File: src/rtl/core/umidi_pkg.sv
// Shared constants and types for the USB MIDI packet parser.
`timescale 1ns / 1ps

package umidi_pkg;

  localparam int SYSEX_DEPTH = 64;
  localparam int SYSEX_AW    = $clog2(SYSEX_DEPTH);
  localparam int SYSEX_CW    = $clog2(SYSEX_DEPTH + 1);

  typedef logic [7:0]            byte_t;
  typedef logic [2:0]            kind_t;
  typedef logic [3:0]            cin_t;
  typedef logic [SYSEX_CW-1:0]   sx_count_t;
  typedef logic [SYSEX_AW-1:0]   sx_addr_t;

  localparam byte_t SX_START = 8'hF0;
  localparam byte_t SX_END   = 8'hF7;

  // code index numbers
  localparam cin_t CIN_SX_CONT = 4'h4;
  localparam cin_t CIN_SX_END1 = 4'h5;
  localparam cin_t CIN_SX_END2 = 4'h6;
  localparam cin_t CIN_SX_END3 = 4'h7;
  localparam cin_t CIN_NOTE_OFF = 4'h8;
  localparam cin_t CIN_NOTE_ON  = 4'h9;
  localparam cin_t CIN_CTRL     = 4'hB;

  // result kinds
  localparam kind_t KIND_NOTE_OFF = 3'd0;
  localparam kind_t KIND_NOTE_ON  = 3'd1;
  localparam kind_t KIND_CTRL     = 3'd2;
  localparam kind_t KIND_SYSEX    = 3'd3;
  localparam kind_t KIND_EMPTY    = 3'd4;

  // event_enable bit positions
  localparam int EN_NOTE_OFF = 0;
  localparam int EN_NOTE_ON  = 1;
  localparam int EN_CTRL     = 2;
  localparam int EN_SYSEX    = 3;

  localparam int         APB_AW            = 3;
  localparam logic [0:0] REG_EVENT_ENABLE  = 1'b0;
  localparam logic [3:0] EVENT_ENABLE_RST  = 4'hF;

endpackage

File: src/rtl/core/umidi_if.sv
// Valid/ready channel interfaces for packets in and events out.
`timescale 1ns / 1ps

interface umidi_in_if;
  logic           valid;
  logic           ready;
  umidi_pkg::byte_t header;
  umidi_pkg::byte_t first_byte;
  umidi_pkg::byte_t second_byte;
  umidi_pkg::byte_t third_byte;

  modport source (output valid, header, first_byte, second_byte, third_byte, input ready);
  modport sink   (input valid, header, first_byte, second_byte, third_byte, output ready);
endinterface

interface umidi_out_if;
  logic             valid;
  logic             ready;
  umidi_pkg::kind_t kind;
  logic [3:0]       channel;
  umidi_pkg::byte_t key_or_controller;
  umidi_pkg::byte_t velocity_or_value;
  umidi_pkg::byte_t sysex_data;
  logic [6:0]       sysex_length;
  logic             last;

  modport source (output valid, kind, channel, key_or_controller, velocity_or_value,
                  sysex_data, sysex_length, last, input ready);
  modport sink   (input valid, kind, channel, key_or_controller, velocity_or_value,
                  sysex_data, sysex_length, last, output ready);
endinterface

File: src/rtl/core/usb_midi_packet_parser.sv
// USB MIDI event packet parser top level with its sysex byte store.
`timescale 1ns / 1ps
//
//  channel  dir  handshake      word
//  in_ch    in   valid/ready    one 4-byte event packet
//  out_ch   out  valid/ready    one event or one buffered sysex byte
//  apb      in   psel/penable   event_enable register at byte address 0
//
//  Note and control packets: accepted in ST_IDLE, event loaded in ST_EMIT once the output is free.
//  Sysex packets: bytes are appended one at a time in ST_APPEND (one store write port).
//  End packets drain the store byte by byte, each through a read (ST_RD) and a load (ST_LOAD).
//  Reset clears the byte count and sets event_enable to 15; store is not cleared.
//  A stalled output holds its word; packets keep being taken until one needs the output.

module usb_midi_packet_parser (
  input  logic                          clk,
  input  logic                          rst,
  umidi_in_if.sink                      in_ch,
  umidi_out_if.source                   out_ch,
  input  logic                          psel,
  input  logic                          penable,
  input  logic                          pwrite,
  input  logic [umidi_pkg::APB_AW-1:0]  paddr,
  input  logic [31:0]                   pwdata,
  output logic [31:0]                   prdata,
  output logic                          pready
);

  localparam logic [2:0] ST_IDLE   = 3'd0;
  localparam logic [2:0] ST_APPEND = 3'd1;
  localparam logic [2:0] ST_EMIT   = 3'd2;
  localparam logic [2:0] ST_RD     = 3'd3;
  localparam logic [2:0] ST_LOAD   = 3'd4;

  localparam int CW = umidi_pkg::SYSEX_CW;
  localparam int AW = umidi_pkg::SYSEX_AW;
  localparam umidi_pkg::sx_count_t DEPTH_C = CW'(umidi_pkg::SYSEX_DEPTH);

  logic [2:0]               st;
  logic [3:0]               event_enable;
  umidi_pkg::sx_count_t     count;
  umidi_pkg::byte_t         pend [4];
  logic [1:0]               idx;
  logic [1:0]               n_pend;
  logic                     deliver;
  umidi_pkg::sx_addr_t      rd_ptr;
  umidi_pkg::kind_t         ev_kind;
  logic [3:0]               ev_ch;
  umidi_pkg::byte_t         ev_key;
  umidi_pkg::byte_t         ev_vel;
  logic                     out_valid;

  umidi_pkg::byte_t         mem [umidi_pkg::SYSEX_DEPTH];
  umidi_pkg::byte_t         rdata;
  logic                     mem_we;
  logic                     mem_re;

  logic                     in_acc;
  logic                     load_ok;
  logic                     out_load;
  logic                     rd_last;
  logic                     cfg_we;
  umidi_pkg::cin_t          cin;
  umidi_pkg::byte_t         b1, b2, b3;

  assign in_ch.ready = (st == ST_IDLE);
  assign in_acc      = in_ch.valid && in_ch.ready;
  assign cin         = in_ch.header[3:0];
  assign b1          = in_ch.first_byte;
  assign b2          = in_ch.second_byte;
  assign b3          = in_ch.third_byte;

  assign load_ok  = !out_valid || out_ch.ready;
  assign out_load = ((st == ST_EMIT) || (st == ST_LOAD)) && load_ok;
  assign rd_last  = (CW'(rd_ptr) + CW'(1)) == count;

  // store is only touched by one phase at a time, so no forwarding is needed
  assign mem_we = (st == ST_APPEND) && (idx != n_pend) && (count < DEPTH_C);
  assign mem_re = (st == ST_RD);

  always_ff @(posedge clk) begin
    if (mem_we) begin
      mem[count[AW-1:0]] <= pend[idx];
    end
    if (mem_re) begin
      rdata <= mem[rd_ptr];
    end
  end

  // APB
  assign pready = 1'b1;
  assign cfg_we = psel && penable && pwrite &&
                  (paddr[umidi_pkg::APB_AW-1:2] == umidi_pkg::REG_EVENT_ENABLE);
  assign prdata = (paddr[umidi_pkg::APB_AW-1:2] == umidi_pkg::REG_EVENT_ENABLE) ?
                  {28'd0, event_enable} : 32'd0;

  // control
  always_ff @(posedge clk) begin
    if (rst) begin
      st           <= ST_IDLE;
      count        <= '0;
      event_enable <= umidi_pkg::EVENT_ENABLE_RST;
      out_valid    <= 1'b0;
      idx          <= '0;
      n_pend       <= '0;
      deliver      <= 1'b0;
      rd_ptr       <= '0;
    end else begin
      if (cfg_we) begin
        event_enable <= pwdata[3:0];
      end

      if (out_load) begin
        out_valid <= 1'b1;
      end else if (out_ch.ready) begin
        out_valid <= 1'b0;
      end

      unique case (st)
        ST_IDLE: begin
          idx <= '0;
          if (in_acc) begin
            unique case (cin)
              umidi_pkg::CIN_SX_CONT: begin
                deliver <= 1'b0;
                st      <= ST_APPEND;
                if (b1 == umidi_pkg::SX_START) begin
                  count  <= '0;
                  n_pend <= 2'd2;
                end else begin
                  n_pend <= 2'd3;
                end
              end
              umidi_pkg::CIN_SX_END1: begin
                if (b1 == umidi_pkg::SX_END) begin
                  deliver <= 1'b1;
                  n_pend  <= 2'd0;
                  st      <= ST_APPEND;
                end
              end
              umidi_pkg::CIN_SX_END2: begin
                if (b2 == umidi_pkg::SX_END) begin
                  deliver <= 1'b1;
                  n_pend  <= 2'd1;
                  st      <= ST_APPEND;
                end
              end
              umidi_pkg::CIN_SX_END3: begin
                if (b3 == umidi_pkg::SX_END) begin
                  deliver <= 1'b1;
                  n_pend  <= 2'd2;
                  st      <= ST_APPEND;
                end
              end
              umidi_pkg::CIN_NOTE_OFF: begin
                if (event_enable[umidi_pkg::EN_NOTE_OFF]) begin
                  st <= ST_EMIT;
                end
              end
              umidi_pkg::CIN_NOTE_ON: begin
                if ((b3 == 8'd0) ? event_enable[umidi_pkg::EN_NOTE_OFF]
                                 : event_enable[umidi_pkg::EN_NOTE_ON]) begin
                  st <= ST_EMIT;
                end
              end
              umidi_pkg::CIN_CTRL: begin
                if (event_enable[umidi_pkg::EN_CTRL]) begin
                  st <= ST_EMIT;
                end
              end
              default: begin
              end
            endcase
          end
        end
        ST_APPEND: begin
          if (idx != n_pend) begin
            if (count < DEPTH_C) begin
              count <= count + CW'(1);
            end
            idx <= idx + 2'd1;
          end else if (deliver && event_enable[umidi_pkg::EN_SYSEX]) begin
            rd_ptr <= '0;
            st     <= (count == '0) ? ST_EMIT : ST_RD;
          end else begin
            st <= ST_IDLE;
          end
        end
        ST_EMIT: begin
          if (load_ok) begin
            st <= ST_IDLE;
          end
        end
        ST_RD: begin
          st <= ST_LOAD;
        end
        ST_LOAD: begin
          if (load_ok) begin
            if (rd_last) begin
              st <= ST_IDLE;
            end else begin
              rd_ptr <= rd_ptr + AW'(1);
              st     <= ST_RD;
            end
          end
        end
        default: st <= ST_IDLE;
      endcase
    end
  end

  // payload
  always_ff @(posedge clk) begin
    if (in_acc) begin
      ev_ch  <= b1[3:0];
      ev_key <= b2;
      ev_vel <= b3;
      if (cin == umidi_pkg::CIN_CTRL) begin
        ev_kind <= umidi_pkg::KIND_CTRL;
      end else if ((cin == umidi_pkg::CIN_NOTE_ON) && (b3 != 8'd0)) begin
        ev_kind <= umidi_pkg::KIND_NOTE_ON;
      end else begin
        ev_kind <= umidi_pkg::KIND_NOTE_OFF;
      end
      if ((cin == umidi_pkg::CIN_SX_CONT) && (b1 == umidi_pkg::SX_START)) begin
        pend[0] <= b2;
        pend[1] <= b3;
      end else begin
        pend[0] <= b1;
        pend[1] <= b2;
      end
      pend[2] <= b3;
      pend[3] <= b3;
    end else if ((st == ST_APPEND) && (idx == n_pend)) begin
      // empty sysex delivery reuses the event path
      ev_kind <= umidi_pkg::KIND_EMPTY;
      ev_ch   <= '0;
      ev_key  <= '0;
      ev_vel  <= '0;
    end

    if (out_load) begin
      if (st == ST_EMIT) begin
        out_ch.kind              <= ev_kind;
        out_ch.channel           <= ev_ch;
        out_ch.key_or_controller <= ev_key;
        out_ch.velocity_or_value <= ev_vel;
        out_ch.sysex_data        <= '0;
        out_ch.sysex_length      <= '0;
        out_ch.last              <= 1'b1;
      end else begin
        out_ch.kind              <= umidi_pkg::KIND_SYSEX;
        out_ch.channel           <= '0;
        out_ch.key_or_controller <= '0;
        out_ch.velocity_or_value <= '0;
        out_ch.sysex_data        <= rdata;
        out_ch.sysex_length      <= 7'(count);
        out_ch.last              <= rd_last;
      end
    end
  end

  assign out_ch.valid = out_valid;

  a_count_bound: assert property (@(posedge clk) disable iff (rst)
    count <= DEPTH_C)
    else $error("sysex count above store depth");

  a_read_written: assert property (@(posedge clk) disable iff (rst)
    mem_re |-> (CW'(rd_ptr) < count))
    else $error("store read beyond written bytes");

  a_drain_count_stable: assert property (@(posedge clk) disable iff (rst)
    ((st == ST_RD) || (st == ST_LOAD)) |=> $stable(count))
    else $error("count changed during drain");

  a_sysex_length: assert property (@(posedge clk) disable iff (rst)
    (out_valid && (out_ch.kind == umidi_pkg::KIND_SYSEX)) |->
      (out_ch.sysex_length != 7'd0))
    else $error("sysex byte word with zero length");

endmodule
File: src/flat_wrapper.sv
// flat-port wrapper written by rule: the top's interface ports become plain ports
module usb_midi_packet_parser_flat 
  (clk, rst, psel, penable, pwrite, paddr, pwdata, prdata, pready, in_ch_valid, in_ch_header, in_ch_first_byte, in_ch_second_byte, in_ch_third_byte, in_ch_ready, out_ch_valid, out_ch_kind, out_ch_channel, out_ch_key_or_controller, out_ch_velocity_or_value, out_ch_sysex_data, out_ch_sysex_length, out_ch_last, out_ch_ready);
  umidi_in_if in_ch_i ();
  umidi_out_if out_ch_i ();
  input  logic clk;
  input  logic rst;
  input  logic psel;
  input  logic penable;
  input  logic pwrite;
  input  logic [umidi_pkg::APB_AW-1:0] paddr;
  input  logic [31:0] pwdata;
  output logic [31:0] prdata;
  output logic pready;
  input wire logic [$bits(in_ch_i.valid)-1:0] in_ch_valid;
  input wire logic [$bits(in_ch_i.header)-1:0] in_ch_header;
  input wire logic [$bits(in_ch_i.first_byte)-1:0] in_ch_first_byte;
  input wire logic [$bits(in_ch_i.second_byte)-1:0] in_ch_second_byte;
  input wire logic [$bits(in_ch_i.third_byte)-1:0] in_ch_third_byte;
  output wire logic [$bits(in_ch_i.ready)-1:0] in_ch_ready;
  output wire logic [$bits(out_ch_i.valid)-1:0] out_ch_valid;
  output wire logic [$bits(out_ch_i.kind)-1:0] out_ch_kind;
  output wire logic [$bits(out_ch_i.channel)-1:0] out_ch_channel;
  output wire logic [$bits(out_ch_i.key_or_controller)-1:0] out_ch_key_or_controller;
  output wire logic [$bits(out_ch_i.velocity_or_value)-1:0] out_ch_velocity_or_value;
  output wire logic [$bits(out_ch_i.sysex_data)-1:0] out_ch_sysex_data;
  output wire logic [$bits(out_ch_i.sysex_length)-1:0] out_ch_sysex_length;
  output wire logic [$bits(out_ch_i.last)-1:0] out_ch_last;
  input wire logic [$bits(out_ch_i.ready)-1:0] out_ch_ready;
  assign in_ch_i.valid = in_ch_valid;
  assign in_ch_i.header = in_ch_header;
  assign in_ch_i.first_byte = in_ch_first_byte;
  assign in_ch_i.second_byte = in_ch_second_byte;
  assign in_ch_i.third_byte = in_ch_third_byte;
  assign in_ch_ready = in_ch_i.ready;
  assign out_ch_valid = out_ch_i.valid;
  assign out_ch_kind = out_ch_i.kind;
  assign out_ch_channel = out_ch_i.channel;
  assign out_ch_key_or_controller = out_ch_i.key_or_controller;
  assign out_ch_velocity_or_value = out_ch_i.velocity_or_value;
  assign out_ch_sysex_data = out_ch_i.sysex_data;
  assign out_ch_sysex_length = out_ch_i.sysex_length;
  assign out_ch_last = out_ch_i.last;
  assign out_ch_i.ready = out_ch_ready;
  usb_midi_packet_parser u_core (.clk(clk), .rst(rst), .in_ch(in_ch_i), .out_ch(out_ch_i), .psel(psel), .penable(penable), .pwrite(pwrite), .paddr(paddr), .pwdata(pwdata), .prdata(prdata), .pready(pready));
endmodule
File: config.mk
export PLATFORM = sky130hd
export DESIGN_NAME = usb_midi_packet_parser_flat
export DESIGN_NICKNAME = d
export VERILOG_FILES = /design/src/rtl/core/umidi_pkg.sv /design/src/rtl/core/umidi_if.sv /design/src/rtl/core/usb_midi_packet_parser.sv /design/src/flat_wrapper.sv
export SDC_FILE = /design/constraint.sdc
export NUM_CORES = 1
export LEC_CHECK = 0
export ABC_AREA = 1
export BUFFER_PORTS_ARGS = -buffer_cell sky130_fd_sc_hd__buf_4
export CORE_ASPECT_RATIO = 1.4
export CORE_UTILIZATION = 55
export DETAILED_ROUTE_END_ITERATION = 16
export PLACE_DENSITY = 0.81
export SETUP_SLACK_MARGIN = 0.2
export SLEW_MARGIN = 0
export SYNTH_ARGS = -nofsm -noshare
export SYNTH_HDL_FRONTEND = slang
export SYNTH_SLANG_ARGS = --single-unit
File: constraint.sdc
create_clock -name clk -period 3.75 [get_ports clk]
set_clock_uncertainty 0.1 [all_clocks]
set_input_delay 0.375 -clock clk [delete_from_list [all_inputs] [get_ports clk]]
set_output_delay 0.375 -clock clk [all_outputs]
set_load 0.05 [all_outputs]
==> summary.md <==
| Metric | Value |
|---|---|
| Max Freq | `332 MHz` |
| Hold Vio Cnt, Final | `0` |
| CP max FO | `8` |
| Post-route DRC | `0` |
| Post-synthesis cell count | `2289` |
| Die area | `slightly below 0.05 mm²` |
| Layout cells sized above 1 | `0.104` |
| Number of fill cells | `3353` |
| Std-Cell Rows | `94` |
| Post-CTS Repair Setup Buffers | `0` |
| Initial DRC count | `2139` |
| Worst skew pair latency | `600 ps` |
| DRT Wirelength | `a little over 60 mm` |
| Total Nets Final | `2427` |
| Synth Flop Type | `edfxtp_1` |
| GRT Total Usage | `0.255` |
| Final count of pins violating max slew | `0` |
| Synthesized flop and latch total | `634` |
| Async S/R FF share, synth | `0` |
| Worst path arrival time | `3140 ps` |
| Register area | `between 0.015 and 0.02 mm²` |
| Design area | `0.0293 mm²` |
| Clk pin slew, worst setup/hold paths | `70 ps` |
| Mapped Area | `between 0.02 and 0.03 mm²` |
| Area of the multi-input gates | `0.00655 mm²` |
| Detailed placer's ending HPWL | `37.5 mm` |
| TritonCTS clock tree | `done` |
| Crit share post-route | `0.802` |
| Critical Path End Type | `register` |
| # H-tree levels | `2` |
| Root Driver | `clkbuf_16` |
| Avg Inst Size Synth | `11.5 µm²` |
| Placed Instance Area | `0.0274 mm²` |
| Initial Util | `0.558` |
| Slew @ Worst Pin | `1130 ps` |
| Area grow syn2layout | `11.4%` |
| CTS Sinks | `634` |
| Grt ovf | `0` |
| Pleak | `10.4 nW` |
| WS Path Type | `register to register` |
| PD cells | `487 mW/mm²` |
| Commonest cells after routing, fill and taps aside | `edfxtp_1, nor2_1, nand2_1, o21ai_0, o22ai_1` |
| Most common cell after layout, fill and taps aside | `edfxtp_1` |
| # IOs | `148` |
| I/O Buffers | `84` |
| Core area | `0.0472 mm²` |
| RSZ-0062 raised after global routing | `no` |
| # diodes | `0` |
| CP startpoint kind | `register` |
| Wire per inst | `20.6 µm` |
| Die X | `187 µm` |
| First-pass GRT wire length | `96.3 mm` |
| Clock Path Buffers | `3` |
| DR pass1 iterations | `6` |
| Max_cap viols | `0` |
| Worst min path class | `input port to register` |
| DR vias | `17800` |
| Slew HR | `0.245` |
| Antenna violations before repair | `0` |
| Number of flops mapped to enable cells by yosys | `606` |
| Status | `finished, final reports clean` |
| Distinct cells, synth | `43` |
| Vias per cell | `5.89` |
| Die height | `261 µm` |
| Vias in the first global route | `17700` |
| Total number of yosys warnings | `0` |
| TritonCTS Buffers | `52` |
| Worst path required time | `3880 ps` |
| Detail Route Antenna Nets | `0` |
| Endpoints failing setup | `0` |
| Largest net degree at the start of global routing | `between 100 and 150` |
| Final min period | `about 3000 ps` |
| VDD IR max | `323 µV` |
| GP Congestion | `about 0.95` |
| Setup_tns | `0 ps` |
| Sequential-to-total area share from yosys stat | `0.713` |
## metal layers
| layer | share of wire | track usage | vias up | wire, µm |
|---|---|---|---|---|
| met5 | 0 | 0 | - | 0 |
| met4 | 0.059 | 0.146 | 0 | 3630 |
| met3 | 0.079 | 0.0389 | 232 | 4870 |
| met2 | 0.50 | 0.450 | 983 | 31300 |
| met1 | 0.36 | 0.299 | 8460 | 22300 |
| li1 | - | - | 8093 | - |
## final cells by class
cell class / instances / area share
Sequential cell: 634 / 0.640
Timing Repair Buffer: 137 / 0.0382
Multi-Input combinational cell: 1423 / 0.223
Inverter: 102 / 0.0132
Clock inverter: 31 / 0.0115
Tap cell: 624 / 0.0266
Clock buffer: 65 / 0.0468
## final timing paths
| check | startpoint | depth (start not counted) | slack, ps | endpoint |
|---|---|---|---|---|
| setup / recovery | u_core.st[0]$_SDFFE_PP0P_ | 8 | 740 | u_core.mem[0][6]$_DFFE_PP_ |
| hold / removal | in_ch_first_byte[5] | 3 | 30 | u_core.pend[0][5]$_DFFE_PP_ |
| setup reg to reg | u_core.st[0]$_SDFFE_PP0P_ | 8 | 740 | u_core.mem[0][6]$_DFFE_PP_ |
| hold reg to reg | u_core.deliver$_SDFFE_PP0P_ | 2 | 380 | u_core.deliver$_SDFFE_PP0P_ |
## Yosys cell counts (all sizes together), types with 5 or more instances
cell    number  area (µm²)
edfxtp     606       18200
o211ai       5        37.5
nor2       443        1710
dfxtp       28         561
nand2      383        1460
buf        107         634
o22ai      128         801
nor3         7        56.3
a21oi       41         228
inv        101         382
o21ai      280        1410
nand4       12        75.1
nand3       76         408
clkbuf      50         191
## power breakdown
part | leakage, nW | internal, mW | total (mW) | switching [mW]
clock network | 0.827 | 3.08 | 5.54 | 2.46
logic | 3.86 | 0.133 | 0.696 | 0.563
registers | 5.73 | 8.00 | 8.03 | 0.0260
## critical path, cell delays in order, from the launching register on
cell and delay (ps):
dfxtp_1 410, inv_2 80, nor3_4 250, nand2_2 170, nor2_1 140, inv_2 70
nor2_4 130, nand2_1 470, nor2_1 790
## kinds of logic after synthesis
kind of cell | after synthesis | synth area share
other cells | 2 | 0.000285
xor+xnor | 5 | 0.00166
buf+inv | 259 | 0.0460
compound gates | 459 | 0.0953
fa+ha+maj | 3 | 0.00143
simple gates | 927 | 0.142
flops | 634 | 0.713
## metrics by stage
| step | worst slack (ps) | cells | power, mW | hold WS, ps | util |
|---|---|---|---|---|---|
| 2_1_floorplan | 349 | 2316 | 8.58 | 339 | - |
| 3_3_place_gp | 813 | 2903 | 8.82 | 350 | 0.582 |
| 3_5_place_dp | 797 | 2903 | 8.85 | 363 | 0.582 |
| 4_1_cts | 758 | 3016 | 14.3 | 17.8 | 0.621 |
| 5_1_grt | 536 | 3016 | 14.6 | 33.2 | 0.621 |
| 6_report | 742 | 3016 | 14.3 | 26.7 | 0.621 |
## registers in the layout (all words and copies together), names as in the netlist, 4 cells and up, named ones only
signal                           cells
u_core.out_ch.sysex_length           7
u_core.out_ch.sysex_data             8
u_core.ev_vel                        8
u_core.out_ch.channel                4
u_core.rd_ptr                        6
u_core.ev_ch                         4
u_core.rdata                         8
u_core.out_ch.key_or_controller      8
u_core.out_ch.velocity_or_value      8
u_core.ev_key                        8
u_core.count                         7
u_core.pend                         24
u_core.mem                         512
u_core.event_enable                  4
## timing repair
item,in CTS,in global routing
hold buffers,17,0
resized for setup,0,0
hold endpoints to repair,25,0
No activity file was read; power rests on OpenSTA's default activity.
